## config.mk

```make
export PLATFORM = sky130hd
export DESIGN_NAME = positional_list_engine
export DESIGN_NICKNAME = d
export VERILOG_FILES = /design/src/design/plist_pkg.sv /design/src/design/positional_list_engine.sv
export SDC_FILE = /design/constraint.sdc
export NUM_CORES = 2
export LEC_CHECK = 0
export BUFFER_PORTS_ARGS = -buffer_cell sky130_fd_sc_hd__buf_4
export CORE_ASPECT_RATIO = 0.9
export CORE_MARGIN = 2
export CORE_UTILIZATION = 43
export CTS_CLUSTER_DIAMETER = 30
export DETAILED_ROUTE_END_ITERATION = 12
export PLACE_DENSITY = 0.58
export SYNTH_ARGS = -nofsm -noshare
export SYNTH_HDL_FRONTEND = slang
export SYNTH_SLANG_ARGS = --single-unit
```

## constraint.sdc

```tcl
create_clock -name aclk -period 7.91 [get_ports aclk]
set_clock_uncertainty 0.1 [all_clocks]
set_input_delay 1.582 -clock aclk [delete_from_list [all_inputs] [get_ports aclk]]
set_output_delay 1.582 -clock aclk [all_outputs]
set_load 0.02 [all_outputs]
```

## src/design/plist_pkg.sv

```systemverilog
`timescale 1ns / 1ps
// ---------------------------------------------------------------------------
// plist_pkg
// Shared types, sizes and codes for the positional list engine.
// ---------------------------------------------------------------------------
package plist_pkg;

    localparam int CAPACITY = 64;
    localparam int IDX_W    = $clog2(CAPACITY);
    localparam int CNT_W    = $clog2(CAPACITY + 1);
    localparam int VALUE_W  = 32;
    localparam int POS_W    = 8;
    localparam int TYPE_W   = 2;
    localparam int STAT_W   = 2;

    // slave tdata: value then position, 40 bits = 5 whole bytes
    localparam int S_DATA_W = VALUE_W + POS_W;
    localparam int M_DATA_W = VALUE_W;
    localparam int M_USER_W = 1 + STAT_W;

    localparam logic [TYPE_W-1:0] REQ_FRONT  = 2'd0;
    localparam logic [TYPE_W-1:0] REQ_BACK   = 2'd1;
    localparam logic [TYPE_W-1:0] REQ_DELETE = 2'd2;

    localparam logic [STAT_W-1:0] STAT_DONE  = 2'd0;
    localparam logic [STAT_W-1:0] STAT_FULL  = 2'd1;
    localparam logic [STAT_W-1:0] STAT_RANGE = 2'd2;

    typedef logic [IDX_W-1:0] idx_t;
    typedef logic [CNT_W-1:0] cnt_t;

    typedef struct packed {
        logic signed [VALUE_W-1:0] value;
        logic                      empty;
        logic                      last;
        logic [STAT_W-1:0]         status;
    } item_t;

    // ring slot of the entry at offset off from front; off <= CAPACITY
    function automatic idx_t slot_of(input idx_t front, input cnt_t off);
        logic [CNT_W:0] sum;
        begin
            sum = {{(CNT_W + 1 - IDX_W){1'b0}}, front} + {1'b0, off};
            if (sum >= (CNT_W + 1)'(CAPACITY)) begin
                sum = sum - (CNT_W + 1)'(CAPACITY);
            end
            slot_of = sum[IDX_W-1:0];
        end
    endfunction

endpackage

```

## src/design/positional_list_engine.sv

```systemverilog
`timescale 1ns / 1ps
// ---------------------------------------------------------------------------
// positional_list_engine
// Ordered list of signed values in a ring memory: insert front, append, delete.
// ---------------------------------------------------------------------------
// Usage:
//   A request enters on the s_ channel: s_tuser is the request type (insert
//   at front, append at back, delete at position), s_tdata carries the value
//   and the position. After every request the whole list goes out on the m_
//   channel front to back, one item per entry, m_tlast on the final item and
//   the request status on every item. An empty list gives one item with the
//   empty flag set and m_tdata zero.
//   Timing: inserts and front deletes are done in the accept cycle. A
//   delete deeper in the list then moves each following entry down one
//   slot, one entry per cycle through the separate read and write ports
//   of the entry memory. The list is then read out through the registered
//   memory read at one item per cycle while the output buffer has room
//   and m_tready does not stall it.
//   s_tready is high only while no request is in progress; the last items of
//   one run may still sit in the two-entry output buffer when the next
//   request is taken.
//   A stalled m_tready halts the readout without losing items. Reset empties
//   the list; the entry memory itself is not cleared.
// ---------------------------------------------------------------------------
module positional_list_engine (
    input  logic                              aclk,
    input  logic                              aresetn,
    input  logic                              s_tvalid,
    output logic                              s_tready,
    input  logic [plist_pkg::S_DATA_W-1:0]    s_tdata,   // [31:0] value, [39:32] position
    input  logic [plist_pkg::TYPE_W-1:0]      s_tuser,   // [1:0] req_type
    output logic                              m_tvalid,
    input  logic                              m_tready,
    output logic [plist_pkg::M_DATA_W-1:0]    m_tdata,   // [31:0] entry_value
    output logic [plist_pkg::M_USER_W-1:0]    m_tuser,   // [0] list_empty, [2:1] status
    output logic                              m_tlast
);
    import plist_pkg::*;

    typedef enum logic [2:0] {
        ST_IDLE  = 3'b001,
        ST_SHIFT = 3'b010,
        ST_EMIT  = 3'b100
    } state_t;

    state_t              state_reg, state_next;
    cnt_t                count_reg, count_next;
    idx_t                front_reg, front_next;
    cnt_t                off_reg, off_next;
    logic [STAT_W-1:0]   status_reg, status_next;

    // entry memory
    logic [VALUE_W-1:0]  mem [CAPACITY];
    logic [VALUE_W-1:0]  mem_rdata_reg;
    logic                mem_we, mem_re;
    idx_t                mem_waddr, mem_raddr;
    logic [VALUE_W-1:0]  mem_wdata;

    // shift write stage
    logic                sh_wr_pend_reg, sh_wr_pend_next;
    cnt_t                sh_wr_off_reg, sh_wr_off_next;

    // readout read stage
    logic                rd_pend_reg, rd_pend_next;
    logic                rd_last_reg, rd_last_next;
    logic                rd_empty_reg, rd_empty_next;
    logic [STAT_W-1:0]   rd_status_reg, rd_status_next;

    // output register plus one holding entry
    item_t               out_reg, out_next, hold_reg, hold_next, land_item;
    logic                out_valid_reg, out_valid_next;
    logic                hold_valid_reg, hold_valid_next;

    logic                accept, pop, issue_ok;
    logic [1:0]          occ;
    logic [VALUE_W-1:0]  in_value;
    logic [POS_W-1:0]    in_pos;
    cnt_t                pos_cnt;

    assign in_value = s_tdata[VALUE_W-1:0];
    assign in_pos   = s_tdata[S_DATA_W-1:VALUE_W];
    assign pos_cnt  = in_pos[CNT_W-1:0];

    assign s_tready = (state_reg == ST_IDLE);
    assign accept   = s_tvalid && s_tready;
    assign pop      = out_valid_reg && m_tready;

    assign occ      = {1'b0, out_valid_reg} + {1'b0, hold_valid_reg} + {1'b0, rd_pend_reg}
                      - {1'b0, pop};
    assign issue_ok = (occ < 2'd2);

    always_comb begin
        state_next      = state_reg;
        count_next      = count_reg;
        front_next      = front_reg;
        off_next        = off_reg;
        status_next     = status_reg;
        mem_we          = 1'b0;
        mem_waddr       = slot_of(front_reg, sh_wr_off_reg);
        mem_wdata       = mem_rdata_reg;
        mem_re          = 1'b0;
        mem_raddr       = slot_of(front_reg, off_reg);
        sh_wr_pend_next = 1'b0;
        sh_wr_off_next  = sh_wr_off_reg;
        rd_pend_next    = 1'b0;
        rd_last_next    = rd_last_reg;
        rd_empty_next   = rd_empty_reg;
        rd_status_next  = rd_status_reg;

        unique case (state_reg)
            ST_IDLE: begin
                if (accept) begin
                    status_next = STAT_DONE;
                    off_next    = '0;
                    state_next  = ST_EMIT;
                    if (s_tuser == REQ_FRONT || s_tuser == REQ_BACK) begin
                        if (count_reg >= cnt_t'(CAPACITY)) begin
                            status_next = STAT_FULL;
                        end else begin
                            mem_we     = 1'b1;
                            mem_wdata  = in_value;
                            count_next = count_reg + cnt_t'(1);
                            if (s_tuser == REQ_FRONT) begin
                                front_next = slot_of(front_reg, cnt_t'(CAPACITY - 1));
                                mem_waddr  = front_next;
                            end else begin
                                mem_waddr  = slot_of(front_reg, count_reg);
                            end
                        end
                    end else if (s_tuser == REQ_DELETE) begin
                        if ({{(POS_W - CNT_W){1'b0}}, count_reg} <= in_pos) begin
                            status_next = STAT_RANGE;
                        end else if (pos_cnt == '0) begin
                            front_next = slot_of(front_reg, cnt_t'(1));
                            count_next = count_reg - cnt_t'(1);
                        end else begin
                            // move following entries down one slot
                            off_next   = pos_cnt + cnt_t'(1);
                            state_next = ST_SHIFT;
                        end
                    end
                end
            end
            ST_SHIFT: begin
                // write of the entry read in the previous cycle
                mem_we = sh_wr_pend_reg;
                if (off_reg < count_reg) begin
                    mem_re          = 1'b1;
                    sh_wr_pend_next = 1'b1;
                    sh_wr_off_next  = off_reg - cnt_t'(1);
                    off_next        = off_reg + cnt_t'(1);
                end else begin
                    count_next = count_reg - cnt_t'(1);
                    off_next   = '0;
                    state_next = ST_EMIT;
                end
            end
            ST_EMIT: begin
                if (issue_ok) begin
                    rd_pend_next   = 1'b1;
                    rd_status_next = status_reg;
                    if (count_reg == '0) begin
                        rd_empty_next = 1'b1;
                        rd_last_next  = 1'b1;
                        state_next    = ST_IDLE;
                    end else begin
                        mem_re        = 1'b1;
                        rd_empty_next = 1'b0;
                        rd_last_next  = (off_reg == count_reg - cnt_t'(1));
                        off_next      = off_reg + cnt_t'(1);
                        if (rd_last_next) begin
                            state_next = ST_IDLE;
                        end
                    end
                end
            end
            default: begin
                state_next = ST_IDLE;
            end
        endcase
    end

    // landing of read data into the output buffer
    always_comb begin
        land_item.value  = rd_empty_reg ? '0 : mem_rdata_reg;
        land_item.empty  = rd_empty_reg;
        land_item.last   = rd_last_reg;
        land_item.status = rd_status_reg;

        out_next        = out_reg;
        hold_next       = hold_reg;
        out_valid_next  = out_valid_reg && !pop;
        hold_valid_next = hold_valid_reg;

        if (!out_valid_reg || pop) begin
            if (hold_valid_reg) begin
                out_next        = hold_reg;
                out_valid_next  = 1'b1;
                hold_next       = land_item;
                hold_valid_next = rd_pend_reg;
            end else if (rd_pend_reg) begin
                out_next       = land_item;
                out_valid_next = 1'b1;
            end
        end else if (rd_pend_reg) begin
            hold_next       = land_item;
            hold_valid_next = 1'b1;
        end
    end

    always_ff @(posedge aclk) begin
        if (mem_we) begin
            mem[mem_waddr] <= mem_wdata;
        end
        if (mem_re) begin
            mem_rdata_reg <= mem[mem_raddr];
        end
    end

    always_ff @(posedge aclk) begin
        if (!aresetn) begin
            state_reg      <= ST_IDLE;
            count_reg      <= '0;
            front_reg      <= '0;
            sh_wr_pend_reg <= 1'b0;
            rd_pend_reg    <= 1'b0;
            out_valid_reg  <= 1'b0;
            hold_valid_reg <= 1'b0;
        end else begin
            state_reg      <= state_next;
            count_reg      <= count_next;
            front_reg      <= front_next;
            sh_wr_pend_reg <= sh_wr_pend_next;
            rd_pend_reg    <= rd_pend_next;
            out_valid_reg  <= out_valid_next;
            hold_valid_reg <= hold_valid_next;
        end
    end

    always_ff @(posedge aclk) begin
        off_reg       <= off_next;
        status_reg    <= status_next;
        sh_wr_off_reg <= sh_wr_off_next;
        rd_last_reg   <= rd_last_next;
        rd_empty_reg  <= rd_empty_next;
        rd_status_reg <= rd_status_next;
        out_reg       <= out_next;
        hold_reg      <= hold_next;
    end

    assign m_tvalid = out_valid_reg;
    assign m_tdata  = out_reg.value;
    assign m_tuser  = {out_reg.status, out_reg.empty};
    assign m_tlast  = out_reg.last;

    // output buffer never holds more than it has room for
    assert property (@(posedge aclk) disable iff (!aresetn)
        $countones({out_valid_reg, hold_valid_reg, rd_pend_reg}) <= 2)
        else $error("output buffer overrun");

    assert property (@(posedge aclk) disable iff (!aresetn)
        hold_valid_reg |-> out_valid_reg)
        else $error("holding entry valid without output item");

    assert property (@(posedge aclk) disable iff (!aresetn)
        count_reg <= cnt_t'(CAPACITY))
        else $error("entry count beyond capacity");

    // no shift write may be left over once the block is ready again
    assert property (@(posedge aclk) disable iff (!aresetn)
        s_tready |-> !sh_wr_pend_reg)
        else $error("shift write pending while idle");

    assert property (@(posedge aclk) disable iff (!aresetn)
        (out_valid_reg && !m_tready) |=> (out_valid_reg && $stable(out_reg)))
        else $error("stalled output item changed");

endmodule

```

Word level (Yosys, flattened, before mapping)
Memory sizes are Yosys's and may differ from the RTL's. A register that Yosys moved wholly into a read port is not among the register bits.
Index checks and enable logic that the tools add are counted.
W data, S select, Z words.
{"block": "word_totals", "reg_bits": 112, "inputBits": 46, "word_cells": 169, "ram_bits": 2048, "n_memories": 1}
{"block": "classes", "addsub": 18, "eq_ne": 19, "n_mux": 74, "n_reduce_logical": 27, "magnitude_cmp": 9}
{"name": "mem", "words": 64, "word_bits": 32, "read_ports": 1, "rd_clocked_by_memory_dff": 1, "write_ports": 1, "line_no": "positional_list_engine.sv:53", "rtl": "logic [VALUE_W-1:0] mem [CAPACITY];"}
{"operator": "$mux W32", "n": 5}
{"operator": "$mux W36", "n": 4}
{"operator": "$mux W7", "n": 15}
{"operator": "$mux W6", "n": 16}
{"operator": "$sub A6 B1 Y6 const B", "n": 5}
{"operator": "$mux W3", "n": 9}
{"operator": "$add A6 B7 Y8", "n": 3}
{"operator": "$ge A8 B7 Y1 const B", "n": 3}
{"operator": "$add A7 B1 Y7 const B", "n": 3}
{"operator": "$ge A7 B7 Y1 const B", "n": 3}
{"operator": "$pmux W7 S3", "n": 1}
{"operator": "$mux W1", "n": 17}
{"operator": "$logic_not A7 Y1", "n": 2}
{"operator": "$ne A2 B2 Y1 const B", "n": 7}
{"operator": "$pmux W7 S2", "n": 1}
{"operator": "$reduce_and A2 Y1", "n": 7}
{"operator": "$reduce_and A7 Y1", "n": 2}
{"operator": "$sub A7 B1 Y7 const B", "n": 2}
{"operator": "$reduce_bool A2 Y1", "n": 5}
{"operator": "$ne A3 B3 Y1 const B", "n": 3}
{"operator": "$pmux W3 S3", "n": 1}
{"operator": "$le A7 B8 Y1", "n": 1}
{"operator": "$reduce_and A4 Y1", "n": 2}
{"operator": "$add A6 B1 Y7 const B", "n": 1}
{"operator": "21 further kinds", "n": 29}

Depth between registers and ports, before layout
{"block": "depth", "depth_word": 8, "ltp_mapped": 12, "depth_no_buf": 9}

Worst setup path after synthesis
OpenSTA, ideal clock, no wires.
{"block": "synth_timing", "path_type": "input to register", "from": "in s_tuser[0] in the netlist's numbering", "to": "mem mem[25][0] (enable)", "setup_slack_ns": 2.219, "t_required_ns": 7.349, "setup_time_ns": 0.461, "n_path_buf": 1, "stages": 6, "arrival_time_ns": 5.130, "cell_sequence": "or2_2 -> clkbuf_1 -> o21ai_0 -> a32o_2 -> nand3_4 -> nor3_1"}
{"block": "synth_between", "elab_chain_cells": 7, "word_cells_on_any_way": 13, "classes_between": "eq/ne (1); mux (10); reduce/logical (2)"}
{"element": "start: declaration", "line_no": "positional_list_engine.sv:31", "rtl": "input logic [plist_pkg::TYPE_W-1:0] s_tuser,"}
{"element": "$eq A2 B1 Y1 / $logic_not A2 Y1 (equally long branches)", "line_no": "positional_list_engine.sv:116, positional_list_engine.sv:123"}
{"element": "$logic_or A1 B1 Y1", "line_no": "positional_list_engine.sv:116", "rtl": "if (s_tuser == REQ_FRONT || s_tuser == REQ_BACK) begin"}
{"element": "$mux W1", "line_no": "positional_list_engine.sv:116"}
{"element": "$mux W1", "line_no": "positional_list_engine.sv:112", "rtl": "if (accept) begin"}
{"element": "$pmux W1 S2", "line_no": "positional_list_engine.sv:110", "rtl": "unique case (state_reg)"}
{"element": "$mux W1", "line_no": "positional_list_engine.sv:212", "rtl": "if (mem_we) begin"}
{"element": "$mux W1 (not written as such)", "line_no": "positional_list_engine.sv:213", "rtl": "mem[mem_waddr] <= mem_wdata;"}
{"element": "end: declaration", "line_no": "positional_list_engine.sv:53"}
Parallel ways exist; a longest one is shown, timed or not.

Worst setup path in the final report
{"block": "layout_timing", "from": "reg front_reg[0]", "to": "reg mem_rdata_reg[20] (read register of mem) (data pin)"}
{"block": "layout_between", "elab_chain_cells": 3, "word_cells_on_any_way": 4, "classes_between": "add/sub (2); order compare (1); mux (1)"}
{"element": "start: declaration", "line_no": "positional_list_engine.sv:48", "rtl": "idx_t front_reg, front_next;"}
{"element": "start signal: assignment", "line_no": "positional_list_engine.sv:232", "rtl": "front_reg <= front_next;"}
{"element": "$add A6 B7 Y8 *", "line_no": "plist_pkg.sv:43", "rtl": "sum = {{(CNT_W + 1 - IDX_W){1'b0}}, front} + {1'b0, off};"}
{"element": "$ge A8 B7 Y1 / $sub A6 B1 Y6 (equally long branches)", "line_no": "plist_pkg.sv:44, plist_pkg.sv:45"}
{"element": "$mux W6 *", "line_no": "plist_pkg.sv:44", "rtl": "if (sum >= (CNT_W + 1)'(CAPACITY)) begin"}
{"element": "end: declaration", "line_no": "positional_list_engine.sv:54", "rtl": "logic [VALUE_W-1:0] mem_rdata_reg;"}
Mark *: on every way between the ends. The rest lies on a longest branch, timed or not.
A chain may end at the register's enable or synchronous reset.

==> qor.txt <==
Status: complete, no violations
Syn nets: 3811
Worst vdd ir: 0.273 mV
Post-CTS Setup Inserts: 0
Post-synthesis cell area: 85800 um^2
Sequential fraction of the synthesis area: 76.5%
Hpwl dp: 128000 um
Overflow left after global routing: 0
WL met2: 98400 um
# clock sinks: 2191
I/O Buffers: 83
R2r setup slk: 2.96 ns
Max reg flops: 2048
Post-route ant nets: 0
Power Total: 38.3 mW
Cell Int Power: 28.5 mW
DRT Pass-1 Iters: 5
XOR/XNOR Fraction of Synth Area: 0.398%
Netlist cell types: 78
Number of synthesized flops with an enable pin: 2171
Worst r2r src: front_reg[0]
Post-Synth Simple-Gate Area: 2.32%
Share of synthesized area spent on multiplexers: 17.4%
Iteration-0 DRC Markers: 5541
Mean post-synth cell area: 23.0 um^2
CTS buffer count: 452
Crit start category: flip-flop
Avg WL per Cell: 31.0 um
Clk pwr share: 49.4%
Routed wl met3: 22000 um
Via density: 5.83
Area delta synth->final: 23.6%
Final Hold Fails: 0
DRC Markers: 0
Post-synth top flop: edfxtp_1
Metal1 wirelength: 98600 um
R2r endpoint: mem_rdata_reg[20]
CP Max Fanout: 30
GRT Util Overall: 22.2%
First-pass GRT wire length: 318000 um
Initial antenna violation count: 12
Number of synthesis warnings: 0
# rows: 155
Design area: 106000 um^2
H-tree depth: 5
Worst skew pair latency: 0.97 ns
Layout cells sized above 1: 38.5%
Post-CTS sizing: 0
Fmax: 202 MHz
Slew Limit Fails: 0
Crit Path Category: flip-flop to flip-flop
FFs w/ async S/R, synth: 0%
Beginning of the critical path: front_reg[0]
Cells on worst reg2reg path: 7
Worst hold slack: 0.296 ns
I/O pin count: 84
CP required: 8.42 ns
Vias in the first global route: 42000
CP Data Arrival Time: 5.46 ns
Initial Util: 43.3%
Highest Signal Layer: met4
Power Density: 361 nW/um^2
Post-Synth Adder-Cell Area: 0.639%
Root buf cell: clkbuf_16
Largest net degree at the start of global routing: 80
Net Sw Power: 9.77 mW
Clock-pin transition on the worst setup and hold timing paths: 0.04 ns
Slew margin rel.: 23.1%
Setup TNS: 0 ns
Post-cts hold buffer count: 0
Comb power frac: 15.8%
DIE AREA: 203000 um^2
Final nets: 4288
Dpl cell area: 90700 um^2
Chip height: 428 um
Fraction of power spent switching nets: 25.5%
Placer Congestion: 0.808
Largest family of logic cells by synthesized area: multiplexers
# setup viols final: 0
Hold Path Class: flip-flop to flip-flop
Cells after Synth: 3723
Tmin final: 4.95 ns
CTS tree: yes
End point of the critical path: mem_rdata_reg[20]
Reg power frac: 34.8%
Worst-case clock buffer depth: 4
Max Cap Viol: 0
Compound-Gate Fraction of Synth Area: 1.60%
Area of the core: 198000 um^2
LEAKAGE: 34.5 nW
Worst-Margin Slew: 1.15 ns
Setup crit end kind: flip-flop
RSZ-0062 raised after global routing: false
Die width: 475 um
Via count: 42200
Routed wire length: 225000 um
Final Cycle Share: 62.6%
Post-synthesis sequential element count: 2191
## per-stage QoR
step | setup WS (ns) | util (%) | instances
global placement | 2.49 | 45.7 | 6415
global route | 2.92 | 53.5 | 7241
detailed placement | 2.42 | 45.7 | 6415
CTS | 2.97 | 53.5 | 7241
floorplan | 2.22 | - | 3723
finish | 2.96 | 53.5 | 7248
## Yosys cell counts, types with 6 or more instances
cell	count	area [um^2]
nor3_2	39	390
a21o_1	10	75.1
xnor2_1	27	236
mux2_2	38	428
nor2b_1	34	213
a22oi_1	64	480
nand3_4	10	175
dfxtp_1	20	400
and2_1	6	37.5
nand3_1	8	40.0
ha_1	39	488
nor2_1	23	86.3
nor3_1	34	170
buf_2	61	305
buf_6	9	101
mux4_2	640	14400
xor2_1	12	105
nand2_1	165	619
edfxtp_1	2171	65200
o22ai_1	8	50.1
a21oi_1	24	120
inv_1	27	101
clkbuf_1	99	372
o21ai_0	15	75.1
o211ai_1	7	52.6
buf_1	23	86.3
mux2i_1	10	100
## metal layers
metal  vias up  track usage, %
met5         -               0
met4         0            6.93
met3       318            5.51
met2      2031            31.2
met1     22800            34.3
li1      17100               -
## logic make-up (layout without fill, tap and decap cells)
| logic type | count (synthesis) | in the layout |
|---|---|---|
| DFF | 2191 | 2191 |
| adders and majority gates | 42 | 42 |
| and+or+nand+nor | 355 | 355 |
| AOI/OAI and AO/OA | 182 | 182 |
| other | 0 | 7 |
| xor gates and xnor gates | 39 | 39 |
| buffers and inverters | 226 | 1075 |
| muxes | 688 | 688 |
## placed cells by master (no fill, tap or decap), types with 9 or more instances in the layout
cell type	netlist	final
xnor2_1	27	26
mux2_2	38	38
clkinvlp_4	0	51
a22oi_1	64	64
nor3_4	0	38
nand3_4	10	10
bufinv_16	0	73
dfxtp_1	20	20
nor2_1	23	23
o21ai_0	15	14
clkinv_2	1	76
mux2i_1	10	9
a21oi_1	24	22
nor2b_1	34	34
xor2_1	12	12
clkbuf_16	0	457
buf_12	0	13
mux4_2	640	640
inv_1	27	27
a21o_1	10	9
nand2_2	0	20
nand2_1	165	133
clkinv_4	1	29
nand2_4	2	14
clkinv_1	1	59
edfxtp_1	2171	2171
buf_4	4	206
ha_1	39	38
clkbuf_1	99	50
nor3_2	39	28
inv_6	0	29
## power by group through the flow
stage          sequential (mW)  combinational (mW)  clock, mW
2_1_floorplan             13.5                3.72          0
3_3_place_gp              13.5                6.02          0
3_5_place_dp              13.5                6.06          0
4_1_cts                   13.3                6.09       19.1
5_1_grt                   13.3                6.35       19.7
6_report                  13.3                6.05       18.9
## worst min-delay path by stage
stage | start | endpoint | slack [ns] | depth (start not counted)
3_5_place_dp | status_reg[1] | rd_status_reg[1] | 0.31 | 0
6_report | status_reg[1] | rd_status_reg[1] | 0.30 | 0
2_1_floorplan | status_reg[0] | rd_status_reg[0] | 0.30 | 0
5_1_grt | status_reg[1] | rd_status_reg[1] | 0.30 | 0
3_3_place_gp | status_reg[0] | rd_status_reg[0] | 0.31 | 0
4_1_cts | status_reg[1] | rd_status_reg[1] | 0.29 | 0
## worst max-delay path, cell delays in order, from the launching register on
cell and delay, ns:
dfxtp_1 0.48, ha_4 0.26, fa_4 1.19, buf_4 0.48, mux4_2 0.46, mux4_2 0.51, a22oi_1 0.87, nand2_1 0.16
## final cells by class
| type | instances | area, um^2 |
|---|---|---|
| tap | 2669 | 3340 |
| clock inverter | 317 | 3700 |
| clock buffer | 509 | 11700 |
| inverter | 30 | 119 |
| fill | 15000 | 92200 |
| sequential | 2191 | 65600 |
| multi-input combinational | 1306 | 19800 |
| timing repair buffer | 219 | 1810 |
| antenna | 7 | 17.5 |
Note: power is estimated with default switching activity, not from simulation.
